<file path="config.mk">
export PLATFORM = sky130hd
export DESIGN_NAME = psfg_coef
export DESIGN_NICKNAME = d
export VERILOG_FILES = /design/src/rtl/assert_macros.svh /design/src/rtl/psfg_pkg.sv /design/src/rtl/psfg_coef.sv
export SDC_FILE = /design/constraint.sdc
export NUM_CORES = 1
export LEC_CHECK = 0
export ABC_AREA = 0
export BUFFER_PORTS_ARGS = -buffer_cell sky130_fd_sc_hd__buf_2
export CORE_MARGIN = 2
export CORE_UTILIZATION = 40
export DETAILED_ROUTE_END_ITERATION = 10
export PLACE_DENSITY = 0.52
export SLEW_MARGIN = 25
export SYNTH_ARGS = -nofsm -noshare
export SYNTH_HDL_FRONTEND = slang
export SYNTH_SLANG_ARGS = --single-unit
</file>
<file path="constraint.sdc">
create_clock -name i_clk -period 10.7 [get_ports i_clk]
set_input_delay 0 -clock i_clk [delete_from_list [all_inputs] [get_ports i_clk]]
set_output_delay 0 -clock i_clk [all_outputs]
set_load 0.1 [all_outputs]
</file>
<file path="src/rtl/assert_macros.svh">
// Concurrent assertion macros shared by the pedal speed gain core.
`ifndef ASSERT_MACROS_SVH
`define ASSERT_MACROS_SVH

`ifndef ASSERT_OFF

`define ASSERT_IMPL(label, clk, rst_n, ante, cons, msg) \
    label: assert property (@(posedge clk) disable iff (!rst_n) (ante) |-> (cons)) \
        else $error(msg);

`define ASSERT_NEXT(label, clk, rst_n, ante, cons, msg) \
    label: assert property (@(posedge clk) disable iff (!rst_n) (ante) |=> (cons)) \
        else $error(msg);

`else

`define ASSERT_IMPL(label, clk, rst_n, ante, cons, msg)

`define ASSERT_NEXT(label, clk, rst_n, ante, cons, msg)

`endif

`endif

</file>
<file path="src/rtl/psfg_pkg.sv">
// Types and constants shared by the pedal speed gain core and its units.
package psfg_pkg;

    // request operations (tuser)
    localparam logic [1:0] OP_TICK      = 2'd0;
    localparam logic [1:0] OP_WR_SPRING = 2'd1;
    localparam logic [1:0] OP_WR_DAMPER = 2'd2;

    // configuration register indexes
    localparam int CFG_AW = 3;
    localparam int CFG_DW = 16;
    localparam logic [CFG_AW-1:0] CFG_PEDAL_INVERT = 3'd0;
    localparam logic [CFG_AW-1:0] CFG_THR_MAX      = 3'd1;
    localparam logic [CFG_AW-1:0] CFG_BRK_MAX      = 3'd2;
    localparam logic [CFG_AW-1:0] CFG_GROUND       = 3'd3;
    localparam logic [CFG_AW-1:0] CFG_DRAG         = 3'd4;
    localparam logic [CFG_AW-1:0] CFG_MAX_SPEED    = 3'd5;
    localparam logic [CFG_AW-1:0] CFG_SPRING_GAIN  = 3'd6;
    localparam logic [CFG_AW-1:0] CFG_DAMPER_GAIN  = 3'd7;

    // register reset values
    localparam logic [15:0] RST_THR_MAX   = 16'd2370;
    localparam logic [15:0] RST_BRK_MAX   = 16'd4000;
    localparam logic [15:0] RST_GROUND    = 16'd50;
    localparam logic [15:0] RST_DRAG      = 16'd4521;
    localparam logic [15:0] RST_MAX_SPEED = 16'd24889;
    localparam logic [10:0] RST_GAIN      = 11'd1024;

    localparam int ENTRY_W = 11;
    localparam int COEF_W  = 14;
    localparam logic [COEF_W-1:0] COEF_FULL = 14'd10000;

    // speed update: divide by 200*2^16, rounded, floor on negatives
    localparam logic [15:0] TICK_HZ   = 16'd200;
    localparam logic [34:0] HALF_STEP = 35'd6553600;   // 100 * 2^16
    localparam logic [17:0] DIV_BIAS  = 18'd2048;      // keeps dividend positive
    localparam logic [19:0] BIAS_NUM  = 20'd409600;    // DIV_BIAS * 200

    localparam logic [4:0] PAIRS_PEDAL = 5'd16;        // 32 quotient bits
    localparam logic [4:0] PAIRS_SHORT = 5'd7;         // 14 quotient bits

    typedef struct packed {
        logic        start;
        logic [15:0] rem_init;
        logic [31:0] low;
        logic [4:0]  pairs;
        logic [15:0] divisor;
    } t_div_req;

    typedef struct packed {
        logic        done;
        logic [31:0] quo;
    } t_div_rsp;

endpackage

</file>
<file path="src/rtl/psfg_coef.sv">
// Coefficient unit: entry times gain, scaled to 10000, saturated; three stages.
module psfg_coef (
    input  logic                          i_clk,
    input  logic                          i_rst_n,
    input  logic                          i_valid,
    input  logic [psfg_pkg::ENTRY_W-1:0]  i_entry,
    input  logic [psfg_pkg::ENTRY_W-1:0]  i_gain,
    output logic                          o_valid,
    output logic [psfg_pkg::COEF_W-1:0]   o_coef
);
    import psfg_pkg::*;

    logic [2:0]            r_vld;
    logic [21:0]           r_eg;
    logic [35:0]           r_sc;
    logic [COEF_W-1:0]     r_coef;

    always_ff @(posedge i_clk) begin
        if (!i_rst_n) begin
            r_vld <= '0;
        end else begin
            r_vld <= {r_vld[1:0], i_valid};
        end
    end

    always_ff @(posedge i_clk) begin
        if (i_valid) begin
            r_eg <= {11'b0, i_entry} * {11'b0, i_gain};
        end
        if (r_vld[0]) begin
            r_sc <= {14'b0, r_eg} * {22'b0, COEF_FULL};
        end
        if (r_vld[1]) begin
            r_coef <= (r_sc[35:20] > {2'b0, COEF_FULL}) ? COEF_FULL : r_sc[33:20];
        end
    end

    assign o_valid = r_vld[2];
    assign o_coef  = r_coef;

endmodule

</file>
==> summary.txt <==
Timing
  • Final setup fails: 0
  • Max-slew headroom: 0.549
  • Final slew viol count: 0
  • Worst clock skew: around 0.012 ns
  • Fmax: 198 MHz
  • Final setup TNS: 0 ns
  • Crit path time final: 5.06 ns
  • RSZ-0062 raised after global routing: no
  • Endpoints failing hold: 0
  • Worst-Margin Slew: 0.675 ns
  • Final worst path period share: 0.473

Final layout
  • Area growth syn-to-layout: 7.00%
  • Fillers: about 2,200
  • Reg area: between 1500 and 2000 um2
  • Diode count: 0
  • Ratio of cells with drive above 1 in the final layout: 0.0579
  • Area of the multi-input gates: 6300 um2
  • Nets: about 1,300

Logic synthesis
  • Seq/Total Area, Yosys: 0.180
  • Post-synth top area share: 0.294
  • Post-Syn Area: about 9000 um2
  • Yosys warning total: 0
  • Predominant post-synthesis flop cell: edfxtp_1
  • Synth Net Count: 1,229
  • Asr flop ratio synth: 0
  • Number of synthesized flops with an enable pin: 52
  • Seq cells post-synth: 55
  • Largest area contributor in the netlist: fa_1
  • Top cells by count, synth: inv_1, ha_1, fa_1, and2_1, nand2_1
  • Yosys cell types: 52
  • Most common cell in the netlist: inv_1
  • Synth Area per Inst: 9.72 um2
  • Largest cells by area after synthesis: fa_1, ha_1, edfxtp_1
  • Synth Instances: 926

Critical path
  • Most used cell, CP: fa_1
  • Critical path launch point type: primary input
  • Crit path max-delay family: adder cells
  • WS Path Type: primary input to flip-flop
  • Endpoint class of the critical path: flip-flop
  • CP Data Arrival Time: 5.11 ns
  • CP peak stage delay: between 0.5 and 0.6 ns
  • CP bufs+invs: 3
  • Critical path fanouts, max: 11
  • Crit-path slowest cell: fa_1
  • WP data required: ~11 ns
  • Critical path cell sequence: buf_2 > and2_1 > fa_1 > fa_1 > fa_1 > fa_1 > inv_1 > fa_1 > inv_1 > ha_1 > and3_1 > a21oi_1 > o31ai_1 > or4b_4 > and4_4 > or3_1 > a21oi_2 > xnor2_1

Floorplan
  • Initial core utilization: 0.410
  • Die W: 154 um
  • Row cnt: 54
  • Std-Cell Core Area: between 20,000 and 25,000 um2
  • Die boundary height: 154 um
  • DIE AREA: 23,700 um2
  • Top Ports: 40

Flow run
  • Max Cap Violations: 0

Clock network
  • Post-CTS setup buffers: 0
  • Sinks on the clock net: 55
  • Buffer type at the clock tree root: clkbuf_16
  • CTS Hold Bufs: 1
  • CTS max path bufs: 2
  • Htree depth: 2
  • Clk slew on worst S/H paths: around 0.080 ns
  • Worst skew pair latency: 0.30 ns
  • Post-CTS Resized: 0
  • CTS tree: built
  • Inserted Clock Buffers: 5

Global routing
  • Initial antenna violation count: 0
  • Grt ovf: 0
  • First-pass GRT wire length: 27,000 um
  • Largest net degree at the start of global routing: 24
  • GRT Resource Usage Total: 0.139
  • Vias in the first global route: 5,599

Detailed routing
  • Total wire length: approximately 15,000 um
  • Pre-Repair DR Iteration Count: 4
  • Routed length per instance: 12.6 um
  • Antenna-violating nets left: 0
  • Total number of vias: 5,561
  • Vias per cell: about 4.5
  • Remaining DRCs: 0
  • 1st-iter DRT viols: 138

Status
  • Status: finished clean

Place
  • # port buffers: 39
  • Placer Congestion: 0.824
  • Detailed placer's ending HPWL: ~14,000 um

Worst hold path
  • Hold Path Class: primary input to flip-flop
[flip-flops by register name, summed over array words and instances (netlist names)]
register,count
r_eg,22
r_sc,16
o_coef,14
r_vld,3
[cell type report]
class | instances | area share
Clock inverter | 3 | 0.00351
Timing Repair Buffer | 40 | 0.0213
Inverter | 263 | 0.103
Clock buffer | 5 | 0.0130
Tap cell | 280 | 0.0364
Multi-Input combinational cell | 584 | 0.655
Sequential cell | 55 | 0.168
[cell usage in the layout (no fill, tap or decap), types with 4 or more instances in the layout]
cell type,count
xnor2_1,21
o21a_1,4
a21oi_1,23
ha_1,146
edfxtp_1,52
fa_1,132
inv_1,263
and3_1,5
buf_2,39
a21o_1,6
nor2_1,26
xor2_1,5
a211oi_1,4
nand2_1,56
and2_1,86
nand3_1,4
o21ai_1,6
nand2b_1,7
o21ai_0,8
clkbuf_16,5
[through the flow]
stage	util	setup WS, ns	hold WS, ns	area, um2	std cells
after detailed placement	0.430	5.30	0.244	9450	1221
after floorplan	-	5.42	0.112	9000	926
after global placement	0.430	5.35	0.237	9450	1221
final	0.438	5.64	0.168	9630	1230
after CTS	0.438	5.60	0.171	9620	1230
after global routing	0.438	5.32	0.197	9630	1230
[final timing paths]
| path | startpoint | depth (start not counted) | slack (ns) | to |
|---|---|---|---|---|
| setup / recovery | i_entry[1] | 18 | 5.64 | r_eg[20] |
| hold reg to reg | r_sc[24] | 1 | 0.53 | o_coef[4] |
| setup reg to reg | r_eg[10] | 18 | 5.67 | r_sc[35] |
| hold / removal | i_gain[0] | 2 | 0.17 | r_eg[0] |
[per-layer routing]
| metal | track usage | wire length [um] | share of wire |
|---|---|---|---|
| met1 | 0.193 | 7760 | 0.50 |
| met2 | 0.241 | 7380 | 0.48 |
| met3 | 0.0110 | 229 | 0.015 |
| met4 | 0.0254 | 116 | 0.0075 |
| met5 | 0 | 0 | 0 |
[cells by family after synthesis]
logic type / after synthesis / synth area share
buffers and inverters: 287 / 0.120
adders and majority gates: 278 / 0.497
and+or+nand+nor: 202 / 0.119
AOI/OAI and AO/OA: 77 / 0.0581
DFF: 55 / 0.180
xor gates and xnor gates: 26 / 0.0253
muxes: 1 / 0.00111
Power is not shown: default switching activity piles up to over one toggle a cycle in this logic, so the estimate is an artifact.
