==> src/rtl/assert_macros.svh <==
// Concurrent assertion macros shared by the pedal speed gain core.
`ifndef ASSERT_MACROS_SVH
`define ASSERT_MACROS_SVH

`ifndef ASSERT_OFF

`define ASSERT_IMPL(label, clk, rst_n, ante, cons, msg) \
    label: assert property (@(posedge clk) disable iff (!rst_n) (ante) |-> (cons)) \
        else $error(msg);

`define ASSERT_NEXT(label, clk, rst_n, ante, cons, msg) \
    label: assert property (@(posedge clk) disable iff (!rst_n) (ante) |=> (cons)) \
        else $error(msg);

`else

`define ASSERT_IMPL(label, clk, rst_n, ante, cons, msg)

`define ASSERT_NEXT(label, clk, rst_n, ante, cons, msg)

`endif

`endif

==> src/rtl/psfg_pkg.sv <==
// Types and constants shared by the pedal speed gain core and its units.
package psfg_pkg;

    // request operations (tuser)
    localparam logic [1:0] OP_TICK      = 2'd0;
    localparam logic [1:0] OP_WR_SPRING = 2'd1;
    localparam logic [1:0] OP_WR_DAMPER = 2'd2;

    // configuration register indexes
    localparam int CFG_AW = 3;
    localparam int CFG_DW = 16;
    localparam logic [CFG_AW-1:0] CFG_PEDAL_INVERT = 3'd0;
    localparam logic [CFG_AW-1:0] CFG_THR_MAX      = 3'd1;
    localparam logic [CFG_AW-1:0] CFG_BRK_MAX      = 3'd2;
    localparam logic [CFG_AW-1:0] CFG_GROUND       = 3'd3;
    localparam logic [CFG_AW-1:0] CFG_DRAG         = 3'd4;
    localparam logic [CFG_AW-1:0] CFG_MAX_SPEED    = 3'd5;
    localparam logic [CFG_AW-1:0] CFG_SPRING_GAIN  = 3'd6;
    localparam logic [CFG_AW-1:0] CFG_DAMPER_GAIN  = 3'd7;

    // register reset values
    localparam logic [15:0] RST_THR_MAX   = 16'd2370;
    localparam logic [15:0] RST_BRK_MAX   = 16'd4000;
    localparam logic [15:0] RST_GROUND    = 16'd50;
    localparam logic [15:0] RST_DRAG      = 16'd4521;
    localparam logic [15:0] RST_MAX_SPEED = 16'd24889;
    localparam logic [10:0] RST_GAIN      = 11'd1024;

    localparam int ENTRY_W = 11;
    localparam int COEF_W  = 14;
    localparam logic [COEF_W-1:0] COEF_FULL = 14'd10000;

    // speed update: divide by 200*2^16, rounded, floor on negatives
    localparam logic [15:0] TICK_HZ   = 16'd200;
    localparam logic [34:0] HALF_STEP = 35'd6553600;   // 100 * 2^16
    localparam logic [17:0] DIV_BIAS  = 18'd2048;      // keeps dividend positive
    localparam logic [19:0] BIAS_NUM  = 20'd409600;    // DIV_BIAS * 200

    localparam logic [4:0] PAIRS_PEDAL = 5'd16;        // 32 quotient bits
    localparam logic [4:0] PAIRS_SHORT = 5'd7;         // 14 quotient bits

    typedef struct packed {
        logic        start;
        logic [15:0] rem_init;
        logic [31:0] low;
        logic [4:0]  pairs;
        logic [15:0] divisor;
    } t_div_req;

    typedef struct packed {
        logic        done;
        logic [31:0] quo;
    } t_div_rsp;

endpackage

==> src/rtl/psfg_div.sv <==
// Shared serial divider, two quotient bits per cycle, preloaded remainder.
`include "assert_macros.svh"

module psfg_div (
    input  logic               i_clk,
    input  logic               i_rst_n,
    input  psfg_pkg::t_div_req i_req,
    output psfg_pkg::t_div_rsp o_rsp
);
    import psfg_pkg::*;

    logic        r_busy;
    logic        r_done;
    logic [4:0]  r_cnt;
    logic [15:0] r_rem;
    logic [31:0] r_low;
    logic [31:0] r_quo;
    logic [15:0] r_div;

    logic [16:0] w_x1;
    logic [16:0] w_r1;
    logic [16:0] w_x2;
    logic [16:0] w_r2;
    logic        w_ge1;
    logic        w_ge2;

    always_comb begin
        w_x1  = {r_rem, r_low[31]};
        w_ge1 = w_x1 >= {1'b0, r_div};
        w_r1  = w_ge1 ? w_x1 - {1'b0, r_div} : w_x1;
        w_x2  = {w_r1[15:0], r_low[30]};
        w_ge2 = w_x2 >= {1'b0, r_div};
        w_r2  = w_ge2 ? w_x2 - {1'b0, r_div} : w_x2;
    end

    always_ff @(posedge i_clk) begin
        if (!i_rst_n) begin
            r_busy <= 1'b0;
            r_done <= 1'b0;
            r_cnt  <= '0;
        end else if (i_req.start) begin
            r_busy <= 1'b1;
            r_done <= 1'b0;
            r_cnt  <= i_req.pairs;
        end else if (r_busy) begin
            r_cnt <= r_cnt - 5'd1;
            if (r_cnt == 5'd1) begin
                r_busy <= 1'b0;
                r_done <= 1'b1;
            end
        end else begin
            r_done <= 1'b0;
        end
    end

    always_ff @(posedge i_clk) begin
        if (i_req.start) begin
            r_rem <= i_req.rem_init;
            r_low <= i_req.low;
            r_quo <= '0;
            r_div <= i_req.divisor;
        end else if (r_busy) begin
            r_rem <= w_r2[15:0];
            r_low <= {r_low[29:0], 2'b00};
            r_quo <= {r_quo[29:0], w_ge1, w_ge2};
        end
    end

    assign o_rsp.done = r_done;
    assign o_rsp.quo  = r_quo;

    `ASSERT_IMPL(a_no_restart, i_clk, i_rst_n, i_req.start, !r_busy, "divider restarted while busy")
    `ASSERT_NEXT(a_done_pulse, i_clk, i_rst_n, r_done, !r_done && !r_busy, "done not a single pulse")

endmodule

==> config.mk <==
export PLATFORM = sky130hd
export DESIGN_NAME = psfg_div
export DESIGN_NICKNAME = d
export VERILOG_FILES = /design/src/rtl/psfg_pkg.sv /design/src/rtl/psfg_div.sv
export VERILOG_INCLUDE_DIRS = /design/src /design/src/rtl
export SDC_FILE = /design/constraint.sdc
export NUM_CORES = 1
export LEC_CHECK = 0
export BUFFER_PORTS_ARGS = -buffer_cell sky130_fd_sc_hd__buf_4
export CAP_MARGIN = 20
export CORE_ASPECT_RATIO = 1.4
export CORE_UTILIZATION = 55
export CTS_BUF_LIST = sky130_fd_sc_hd__clkbuf_2
export CTS_CLUSTER_SIZE = 10
export DETAILED_ROUTE_END_ITERATION = 8
export PLACE_DENSITY = 0.78
export SYNTH_ARGS = -nofsm -noshare
export SYNTH_HDL_FRONTEND = slang
export SYNTH_SLANG_ARGS = --single-unit
==> constraint.sdc <==
create_clock -name i_clk -period 11.4 [get_ports i_clk]
set_input_delay 1.14 -clock i_clk [delete_from_list [all_inputs] [get_ports i_clk]]
set_output_delay 1.14 -clock i_clk [all_outputs]
set_load 0.02 [all_outputs]
==> results of run 1 <==
[power groups by stage]
stage | combinational [uW] | clock (uW) | sequential (uW)
after floorplan | 1180 | 0 | 508
after global placement | 1400 | 0 | 514
after detailed placement | 1450 | 0 | 516
after CTS | 1450 | 197 | 508
after global routing | 1590 | 212 | 514
final | 1470 | 193 | 508
[metal layers]
metal / vias to the layer above / GRT usage / part of all wire
met1: 2236 / 0.2722 / 0.39
met3: 37 / 0.04464 / 0.058
li1: 2271 / - / -
met5: - / 0 / 0
met4: 0 / 0.1036 / 0.029
met2: 165 / 0.4519 / 0.52
[worst max-delay path: stages (launching register included)]
cell,delay (ns)
edfxtp_1,0.44
inv_1,0.09
ha_1,0.17
inv_1,0.06
fa_1,0.42
nand3_1,0.16
a21boi_2,0.09
o41ai_2,0.51
nand2b_1,0.13
xor2_1,0.16
mux2_2,0.28
ha_1,0.37
o21ai_1,0.14
or3_1,0.40
a211oi_2,0.17
nor3_2,0.09
a21o_1,0.19
nand2_1,0.30
nor3_1,0.11
a221o_1,0.35
[cell type report]
class                      count  area (um2)  share of cell area
multi-input combinational    408        3208              0.4487
sequential                   103        2704              0.3782
timing repair buffer         107       815.8              0.1141
tap                          141       176.4             0.02468
inverter                      29       108.9             0.01523
clock inverter                 5       81.33             0.01138
clock buffer                  11       55.05            0.007700
[flip-flops by register name, summed over array words and instances (netlist names)]
| name | count |
|---|---|
| r_quo | 32 |
| r_cnt | 5 |
| r_done | 1 |
| r_div | 16 |
| r_rem | 16 |
| r_low | 32 |
| r_busy | 1 |
[metrics by stage]
step / hold slack (ns) / power, uW / setup WS [ns] / instances
2_1_floorplan: 0.4284 / 1688 / 6.988 / 564
3_3_place_gp: 0.4421 / 1914 / 6.696 / 787
3_5_place_dp: 0.4531 / 1962 / 6.595 / 787
4_1_cts: 0.4868 / 2158 / 6.548 / 803
5_1_grt: 0.5164 / 2318 / 6.235 / 804
6_report: 0.4830 / 2175 / 6.544 / 804
[final timing paths]
path | slack [ns] | endpoint | depth (start not counted) | startpoint
min | 0.48 | r_done$_SDFFE_PP0P_ | 2 | r_done$_SDFFE_PP0P_
min reg2reg | 0.48 | r_done$_SDFFE_PP0P_ | 2 | r_done$_SDFFE_PP0P_
max | 6.54 | r_rem[12]$_DFFE_PP_ | 19 | r_low[31]$_DFFE_PP_
max reg2reg | 6.54 | r_rem[12]$_DFFE_PP_ | 19 | r_low[31]$_DFFE_PP_
[cells by family (layout without fill, tap and decap cells)]
family                   after synthesis  in the layout  share of synthesized area
AND/OR/NAND/NOR                      160            160                     0.1323
AO/OA/AOI/OAI                        113            113                     0.1474
flip-flops                           103            103                     0.4403
multiplexers                          73             73                     0.1300
buffers and inverters                 53            152                    0.03710
adder cells (fa/ha/maj)               36             36                    0.07583
XOR/XNOR                              26             26                    0.03710
[placed cells by master (no fill, tap or decap), types with 11 or more instances in the layout]
master | synthesis | final
nand2_1 | 39 | 39
dfxtp_1 | 39 | 38
mux2i_1 | 31 | 31
nor2_1 | 48 | 48
a21oi_1 | 25 | 25
ha_1 | 34 | 34
edfxtp_1 | 64 | 64
inv_1 | 27 | 27
o21ai_0 | 13 | 13
xnor2_1 | 16 | 16
mux2_2 | 37 | 37
nand4_1 | 11 | 11
buf_4 | 3 | 106
nor3_1 | 12 | 12
clkbuf_2 | 0 | 11
==> metrics.csv, run 1 <==
stage,metric,value,unit
run_status,outcome,"complete, no violations",
timing,maxSlewViolCount,0,
die,floorplan.die_area,0.01159,mm2
logic_synthesis,yosys.cell_count.top_type,edfxtp_1,
logic_synthesis,ys_ff_latch,103,
placement,placedInstanceArea,0.006993,mm2
critical_path,worst-endpoint-arrival,5.16,ns
power,irDropWorstVdd,0.1731,mV
logic_synthesis,netlist_top_cells_count,"edfxtp_1, nor2_1, dfxtp_1, nand2_1, mux2_2",
timing,fin_setup_tns,0,ns
power,comb_power_share,0.677,
cts,numCtsBuffers,9,
logic_synthesis,yosys-top-cells-area,"edfxtp_1, dfxtp_1, ha_1",
min_path,hold_class,reg -> reg,
logic_synthesis,syn_area,0.006138,mm2
global_routing,grt_usage,0.2438,
detailed_routing,detail_route.wirelength,13880,um
power,seq_power_share,0.234,
power,p_int,1167,uW
cts,ctsHoldBuffers,0,
global_routing,grt_antenna_before_repair,0,
cts,clock_sink_count,103,
power,swShare,0.4636,
detailed_routing,routed_via_count,4709,
die,fp-row-count,45,
power,pwr_density_cell,304.3,mW/mm2
cts,clock_tree_from_tritoncts,built,
timing,finalHoldViolations,0,
finish,finish.utilization,0.6579,
flow_run,max_cap_violations,0,
logic_synthesis,synth_enable_flop_cells,64,
cts,ctsLongestPathBuffers,2,
critical_path,cp-start-kind,flip-flop,
timing,slew_headroom,0.4091,
global_routing,wire_length_of_the_first_global_routing_pass,22280,um
finish,antenna_cells_inserted,0,
finish,stdcell_area,0.007149,mm2
timing,finalSetupViolCount,0,
power,total_switching_power,1008,uW
timing,final_min_period_over_clock_period,0.4260,
cts,clock_tree.htree_level_count,3,
finish,finish.net_count,766,
global_routing,first_global_vias,4710,
logic_synthesis,ys_seq_area_frac,0.4403,
logic_synthesis,yosysTopAreaCell,edfxtp_1,
finish,fillers,869,
critical_path,setup.worst_path.class,reg -> reg,
placement,place.port_buffers,104,
cts,cts-root-buf,clkbuf_2,
logic_synthesis,syn-num-nets,672,
timing,max_clk_rate,205.9,MHz
logic_synthesis,yosysTopAreaCellShare,0.3131,
logic_synthesis,synthArstFlopShare,0,
critical_path,critPathMaxFanout,7,
cts,post_cts_resized,0,
finish,share_of_final_layout_standard_cells_stronger_than_drive_strength_1,0.2896,
logic_synthesis,yosys_warning_count,0,
logic_synthesis,ys_dominant_reg_cell,edfxtp_1,
detailed_routing,number_of_iterations_in_the_first_detailed_routing_pass,4,
die,initial_core_util,0.5649,
timing,finalWorstPathRequiredPeriod,4.856,ns
critical_path,worst_setup_path_end_kind,flip-flop,
global_routing,grt_overflow,0,
finish,synthToLayoutAreaGrowth,16.47,%
die,floorplan.core_area,0.01087,mm2
critical_path,critPathRequiredTime,11.71,ns
cts,clock_latency_on_the_worst_skew_pair,0.53,ns
detailed_routing,antenna_left,0,
timing,rsz0062_at_grt,no,
cts,clkTransAtPathRegs,0.26,ns
detailed_routing,drc_errors,0,
placement,place.gp.congestion,0.9117,
global_routing,largest_net_degree_at_the_start_of_global_routing,79,
logic_synthesis,synthesis.area_per_instance,10.88,um2
detailed_routing,viasPerCell,5.857,
timing,fin_worst_skew,0.02228,ns
power,p_leak,0.002994,uW
die,width_of_the_chip,91.29,um
logic_synthesis,yosys.cell_types.count,76,
detailed_routing,detail_route.iter0.violations,253,
detailed_routing,wl_per_cell,17.26,um
timing,slew_at_the_pin_closest_to_its_max_slew_limit,0.8864,ns
die,die-height,127,um
logic_synthesis,syn_inst,564,
die,io-pin-count,105,
placement,dp_hpwl,10610,um
cts,cts_post_setup_buffers_inserted,0,
power,clock_power_share,0.089,
No activity file was read; power rests on OpenSTA's default activity.
==> run 2: changes to the inputs <==
clock period = 4.75 ns   (was 11.4 ns; I/O delays follow)
==> run 2 against run 1 <==
Effect of this change: critical path depth down 1; core utilization increased by 2.3 points; clock power is 97% higher; final area increased by 3.5%; flip-flop and latch count is the same; sequential power rose by 140%; die area unchanged; combinational power rose to 2.6 times the previous value; register-to-register slack got worse by 6.4 ns; via count is 1.3% higher; worst setup slack lost 6.4 ns; largest power group unchanged.
==> metrics.csv, run 2 (same netlist as run 1, synthesis figures left out) <==
stage,metric,value,unit,change
detailed_routing,viasPerCell,5.739,,was 5.857
placement,place.port_buffers,104,,unchanged
timing,slew_headroom,0.3921,,was 0.4091
critical_path,setup.worst_path.class,reg -> reg,,unchanged
cts,clock_tree.htree_level_count,3,,unchanged
die,floorplan.die_area,0.01159,mm2,unchanged
critical_path,critPathRequiredTime,5.11,ns,was 11.71 ns
finish,final_common_cell,buf_4,,unchanged
timing,fin_setup_tns,0,ns,unchanged
detailed_routing,wl_per_cell,17.04,um,was 17.26 um
min_path,hold_class,in -> reg,,was reg -> reg
global_routing,grt_usage,0.2497,,was 0.2438
placement,place.gp.congestion,0.9183,,was 0.9117
die,initial_core_util,0.5649,,unchanged
cts,clock_latency_on_the_worst_skew_pair,0.57,ns,was 0.53 ns
cts,clock_sink_count,103,,unchanged
critical_path,critPathMaxFanout,8,,was 7
critical_path,path_buf_inv,3,,was 2
die,width_of_the_chip,91.29,um,unchanged
cts,cts-root-buf,clkbuf_2,,unchanged
finish,synthToLayoutAreaGrowth,20.59,%,was 16.47%
global_routing,first_global_vias,4799,,was 4710
power,p_leak,0.003076,uW,was 0.002994 uW
critical_path,worst-endpoint-arrival,4.92,ns,was 5.16 ns
timing,finalWorstPathRequiredPeriod,4.557,ns,was 4.856 ns
global_routing,grt_antenna_before_repair,1,,was 0
critical_path,crit_path_cell_trace,ha_1 > inv_2 > o31ai_2 > a21boi_4 > nand2_4 > buf_4 > nand2_1 > o21a_1 > inv_1 > ha_1 > a21oi_1 > a21oi_1 > o31ai_2 > a31oi_1 > o21a_1 > or3_1 > o211ai_1 > a31oi_1,,was inv_1 > ha_1 > inv_1 > fa_1 > nand3_1 > a21boi_2 > o41ai_2 > nand2b_1 > xor2_1 > mux2_2 > ha_1 > o21ai_1 > or3_1 > a211oi_2 > nor3_2 > a21o_1 > nand2_1 > nor3_1 > a221o_1
global_routing,grt_overflow,0,,unchanged
min_path,hold_path_startpoint,i_req[0],,was r_done$_SDFFE_PP0P_
critical_path,cp-start-kind,flip-flop,,unchanged
critical_path,r2r-start,r_rem[14]$_DFFE_PP_,,was r_low[31]$_DFFE_PP_
detailed_routing,number_of_iterations_in_the_first_detailed_routing_pass,5,,was 4
power,irDropWorstVdd,0.3718,mV,was 0.1731 mV
detailed_routing,drc_errors,0,,unchanged
power,pwr_density_cell,730.3,mW/mm2,was 304.3 mW/mm2
cts,ctsLongestPathBuffers,2,,unchanged
finish,share_of_final_layout_standard_cells_stronger_than_drive_strength_1,0.3091,,was 0.2896
detailed_routing,routed_via_count,4769,,was 4709
cts,clock_tree_from_tritoncts,built,,unchanged
timing,finalSetupViolCount,0,,unchanged
detailed_routing,antenna_left,0,,unchanged
cts,numCtsBuffers,9,,unchanged
die,die-height,127,um,unchanged
timing,max_clk_rate,219.4,MHz,was 205.9 MHz
timing,fin_worst_skew,0.02734,ns,was 0.02228 ns
detailed_routing,detail_route.wirelength,14160,um,was 13880 um
finish,top_registers,"r_low x32, r_quo x32",,unchanged
placement,dp_hpwl,10660,um,was 10610 um
critical_path,crit_path_top_delay_cell,edfxtp_1,,was o41ai_2
global_routing,wire_length_of_the_first_global_routing_pass,22780,um,was 22280 um
critical_path,cpPeakStageDelay,0.56,ns,was 0.51 ns
timing,final_min_period_over_clock_period,0.9595,,was 0.4260
global_routing,largest_net_degree_at_the_start_of_global_routing,79,,unchanged
critical_path,startpoint,r_rem[14]$_DFFE_PP_,,was r_low[31]$_DFFE_PP_
die,floorplan.core_area,0.01087,mm2,unchanged
flow_run,max_cap_violations,0,,unchanged
run_status,outcome,"complete, no violations",,unchanged
timing,slew_at_the_pin_closest_to_its_max_slew_limit,0.9118,ns,was 0.8864 ns
detailed_routing,detail_route.iter0.violations,312,,was 253
critical_path,worst_setup_path_end_kind,flip-flop,,unchanged
timing,fin_hold_ws,0.07664,ns,was 0.4830 ns
die,io-pin-count,105,,unchanged
finish,finish.net_count,792,,was 766
timing,rsz0062_at_grt,no,,unchanged
critical_path,crit_path_max_delay_family,compound AO/OA/AOI/OAI gates,,unchanged
timing,finalHoldViolations,0,,unchanged
timing,maxSlewViolCount,0,,unchanged
critical_path,worst-r2r-setup-slack,0.19,ns,was 6.54 ns
cts,clkTransAtPathRegs,0.30,ns,was 0.26 ns
finish,layout.cells.most_common_list,"buf_4, edfxtp_1, nor2_1, nand2_1, dfxtp_1",,unchanged
finish,fillers,837,,was 869
die,fp-row-count,45,,unchanged
-- run 2: what timing repair did --
item / CTS / global route
hold endpoints to repair: 0 / 14
setup endpoints to repair: 0 / 17
buffers inserted: 0 / 6
gates resized for setup: 0 / 11
hold buffers: 0 / 14
-- run 2: final cells by class --
class                      instances  area, um2  share of cell area
antenna                            1      2.502           0.0003381
clock buffer                       9      45.04            0.006085
clock inverter                     7      57.56            0.007776
inverter                          29      108.9             0.01471
multi-input combinational        409       3269              0.4417
sequential                       103       2704              0.3653
tap                              141      176.4             0.02383
timing repair buffer             132       1039              0.1403
-- run 2: path summary, 6_finish.rpt --
kind                              end  depth (start not counted)
setup / recovery  r_rem[14]$_DFFE_PP_                         18
hold / removal     r_div[0]$_DFFE_PP_                          1
setup reg to reg  r_rem[14]$_DFFE_PP_                         18
hold reg to reg   r_done$_SDFFE_PP0P_                          2
-- run 2: worst reg2reg max path: cells and delay by family (launching register included) --
kind                       cells  cell delay (ns)
DFF                            1             0.56
and+or+nand+nor                3             0.52
adders and majority gates      2             0.79
buffers and inverters          3             0.30
AOI/OAI and AO/OA             10             2.18
-- run 2: through the flow --
stage	util	power [uW]	cells	instance area [um2]	worst slack [ns]
2_1_floorplan	-	4051	564	6138	0.3382
3_3_place_gp	0.6470	4720	792	7030	0.1325
3_5_place_dp	0.6470	4814	792	7030	0.05967
6_report	0.6812	5405	831	7402	0.1926
5_1_grt	0.6812	5804	831	7402	0.01266
4_1_cts	0.6564	5201	808	7133	0.02205
-- run 2: metal layers --
| metal | track usage | share of wire | up-vias |
|---|---|---|---|
| met5 | 0 | 0 | - |
| met4 | 0.1055 | 0.029 | 0 |
| met3 | 0.05655 | 0.050 | 34 |
| met2 | 0.4492 | 0.52 | 160 |
| met1 | 0.2838 | 0.40 | 2250 |
| li1 | - | - | 2325 |
-- run 2: where the power goes --
group	total, uW	internal (uW)	leakage, uW	switching, uW
registers	1220	1140	0.000959	78.5
clock network	381	76.1	0.0000580	305
logic	3800	1650	0.00206	2150
total	5410	2870	0.00308	2540
==> run 3: changes to the inputs <==
REMOVE_ABC_BUFFERS = 1   (was not set)
SLEW_MARGIN = 20   (was not set)
==> run 3 against run 2 <==
Effect of this change: highest routed layer unchanged; core utilization grew 0.50 points; flip-flop and latch count stayed put; largest power group unchanged; fmax hardly changed; final cell count is 0.12% higher; final area grew 0.73%.
==> metrics.csv, run 3 (same netlist as run 1, synthesis figures left out) <==
stage,metric,value,unit,change
cts,ctsLongestPathBuffers,2,,unchanged
cts,clock_sink_count,103,,unchanged
global_routing,wire_length_of_the_first_global_routing_pass,22450,um,was 22780 um
placement,place.gp.congestion,0.9378,,was 0.9183
critical_path,number_of_cells_on_the_critical_path,20,,was 18
placement,place.port_buffers,104,,unchanged
run_status,outcome,"complete, no violations",,unchanged
critical_path,r2r-start,r_rem[9]$_DFFE_PP_,,was r_rem[14]$_DFFE_PP_
critical_path,critPathRequiredTime,5.12,ns,was 5.11 ns
critical_path,setup.worst_path.class,reg -> reg,,unchanged
finish,fillers,831,,was 837
timing,finalWorstPathRequiredPeriod,4.559,ns,was 4.557 ns
critical_path,critPathMaxFanout,16,,was 8
finish,stdcell_area,0.007456,mm2,was 0.007402 mm2
finish,top_registers,"r_low x32, r_quo x32",,unchanged
finish,layout.cells.most_common_list,"buf_4, edfxtp_1, nor2_1, nand2_1, dfxtp_1",,unchanged
power,power,5548,uW,was 5405 uW
detailed_routing,detail_route.iter0.violations,338,,was 312
die,io-pin-count,105,,unchanged
min_path,hold_class,in -> reg,,unchanged
finish,final_common_cell,buf_4,,unchanged
finish,finish.net_count,793,,was 792
timing,slack_of_the_critical_path,0.1907,ns,was 0.1926 ns
global_routing,grt_overflow,0,,unchanged
die,initial_core_util,0.5649,,unchanged
die,width_of_the_chip,91.29,um,unchanged
detailed_routing,wl_per_cell,16.94,um,was 17.04 um
power,pwr_density_cell,744.2,mW/mm2,was 730.3 mW/mm2
timing,final_min_period_over_clock_period,0.9599,,was 0.9595
cts,clock_tree_from_tritoncts,built,,unchanged
detailed_routing,drc_errors,0,,unchanged
detailed_routing,antenna_left,0,,unchanged
die,floorplan.die_area,0.01159,mm2,unchanged
timing,slew_at_the_pin_closest_to_its_max_slew_limit,0.7505,ns,was 0.9118 ns
critical_path,timing.rr.end,r_rem[15]$_DFFE_PP_,,was r_rem[14]$_DFFE_PP_
global_routing,first_global_vias,4728,,was 4799
timing,fin_setup_tns,0,ns,unchanged
placement,dp_hpwl,10120,um,was 10660 um
global_routing,grt_antenna_before_repair,1,,unchanged
power,p_leak,0.003124,uW,was 0.003076 uW
detailed_routing,routed_via_count,4763,,was 4769
timing,slew_headroom,0.4997,,was 0.3921
placement,placedInstanceArea,0.007061,mm2,was 0.007030 mm2
timing,finalSetupViolCount,0,,unchanged
global_routing,grt_usage,0.2447,,was 0.2497
detailed_routing,detail_route.wirelength,14100,um,was 14160 um
cts,clock_latency_on_the_worst_skew_pair,0.57,ns,about the same
cts,clkTransAtPathRegs,0.29,ns,was 0.30 ns
critical_path,path_buf_inv,3,,unchanged
critical_path,worst_setup_path_end_kind,flip-flop,,unchanged
critical_path,cpPeakStageDelay,0.47,ns,was 0.56 ns
timing,max_clk_rate,219.3,MHz,was 219.4 MHz
critical_path,reg2regPathDepth,20,,was 18
detailed_routing,number_of_iterations_in_the_first_detailed_routing_pass,6,,was 5
flow_run,max_cap_violations,0,,unchanged
cts,clock_tree.htree_level_count,3,,unchanged
die,die-height,127,um,unchanged
detailed_routing,viasPerCell,5.725,,was 5.739
cts,numCtsBuffers,9,,unchanged
global_routing,largest_net_degree_at_the_start_of_global_routing,68,,was 79
power,irDropWorstVdd,0.3613,mV,was 0.3718 mV
critical_path,worst-endpoint-arrival,4.93,ns,was 4.92 ns
critical_path,startpoint,r_rem[9]$_DFFE_PP_,,was r_rem[14]$_DFFE_PP_
die,floorplan.core_area,0.01087,mm2,unchanged
cts,cts-root-buf,clkbuf_2,,unchanged
timing,fin_worst_skew,0.02348,ns,was 0.02734 ns
timing,maxSlewViolCount,0,,unchanged
die,fp-row-count,45,,unchanged
finish,synthToLayoutAreaGrowth,21.46,%,was 20.59%
finish,share_of_final_layout_standard_cells_stronger_than_drive_strength_1,0.3101,,was 0.3091
placement,place_worst_setup_slack,0.1391,ns,was 0.05967 ns
critical_path,crit_path_cell_trace,ha_1 > and4_4 > nand2_1 > o21a_4 > a21boi_4 > nand2_8 > buf_4 > nand2_1 > o21a_1 > inv_1 > ha_1 > o21a_1 > o31ai_1 > buf_4 > a211oi_2 > nor3_2 > a21o_1 > and2_4 > and4_1 > a311o_1,,was ha_1 > inv_2 > o31ai_2 > a21boi_4 > nand2_4 > buf_4 > nand2_1 > o21a_1 > inv_1 > ha_1 > a21oi_1 > a21oi_1 > o31ai_2 > a31oi_1 > o21a_1 > or3_1 > o211ai_1 > a31oi_1
critical_path,cp-start-kind,flip-flop,,unchanged
critical_path,worst-r2r-setup-slack,0.19,ns,about the same
critical_path,crit_path_top_delay_cell,edfxtp_1,,unchanged
critical_path,crit_path_end,r_rem[15]$_DFFE_PP_,,was r_rem[14]$_DFFE_PP_
critical_path,crit_path_max_delay_family,compound AO/OA/AOI/OAI gates,,unchanged
finish,finish.utilization,0.6861,,was 0.6812
timing,finalHoldViolations,0,,unchanged
## run 3: cell count changes in the layout (fill, tap and decap cells not counted), sizes merged
cell	change
clkinvlp	-3
dlygate4sd3	-3
buf	+4
clkinv	+1
bufinv	+2
## run 3: per-layer routing
layer  track usage  wire, um
met1        0.3017      5933
met2        0.4238      7018
met3       0.04464       718
met4       0.09804       427
met5             0         0
## run 3: worst min path at each step
stage | slack, ns | depth (start not counted) | to | startpoint
floorplan | 0.52 | 2 | r_done$_SDFFE_PP0P_ | r_done$_SDFFE_PP0P_
finish | 0.06 | 1 | r_div[11]$_DFFE_PP_ | i_req[11]
CTS | 0.0006 | 1 | r_div[2]$_DFFE_PP_ | i_req[2]
global placement | 0.44 | 2 | r_done$_SDFFE_PP0P_ | r_done$_SDFFE_PP0P_
global route | 0.002 | 1 | r_div[11]$_DFFE_PP_ | i_req[11]
detailed placement | 0.46 | 2 | r_done$_SDFFE_PP0P_ | r_done$_SDFFE_PP0P_
## run 3: per-stage QoR
step	hold slack, ns	std cells
after floorplan	0.5222	540
after global placement	0.4422	796
after detailed placement	0.4646	796
after CTS	0.0005965	816
after global routing	0.001756	832
final	0.05606	832
## run 3: what timing repair did
item,4_1_cts,5_1_grt
setup endpoints to repair,0,15
resized for setup,0,8
hold endpoints to repair,4,7
setup buffers,0,6
hold buffers,4,7
## run 3: final cells by class
cell class / count / area, um2 / share of cell area
inverters: 29 / 108.9 / 0.01460
diodes: 1 / 2.502 / 0.0003356
clock buffers: 9 / 45.04 / 0.006041
flip-flops and latches: 103 / 2704 / 0.3626
well taps: 141 / 176.4 / 0.02366
clock inverters: 7 / 105.1 / 0.01410
repair buffers: 133 / 1046 / 0.1403
multi-input cells: 409 / 3268 / 0.4383
## run 3: report_power, final
part / internal (uW) / switching (uW)
Sequential: 1140 / 74.4
Combinational: 1680 / 2160
Clock: 184 / 311
## run 3: worst reg2reg max path, cell delays in order, from the launching register on
cell      delay, ns
edfxtp_1       0.47
ha_1           0.39
and4_4         0.28
nand2_1        0.11
o21a_4         0.27
a21boi_4       0.29
nand2_8        0.14
buf_4          0.18
nand2_1        0.07
o21a_1         0.16
inv_1          0.06
ha_1           0.38
o21a_1         0.18
o31ai_1        0.07
buf_4          0.15
a211oi_2       0.19
nor3_2         0.07
a21o_1         0.18
and2_4         0.21
and4_1         0.20
a311o_1        0.32
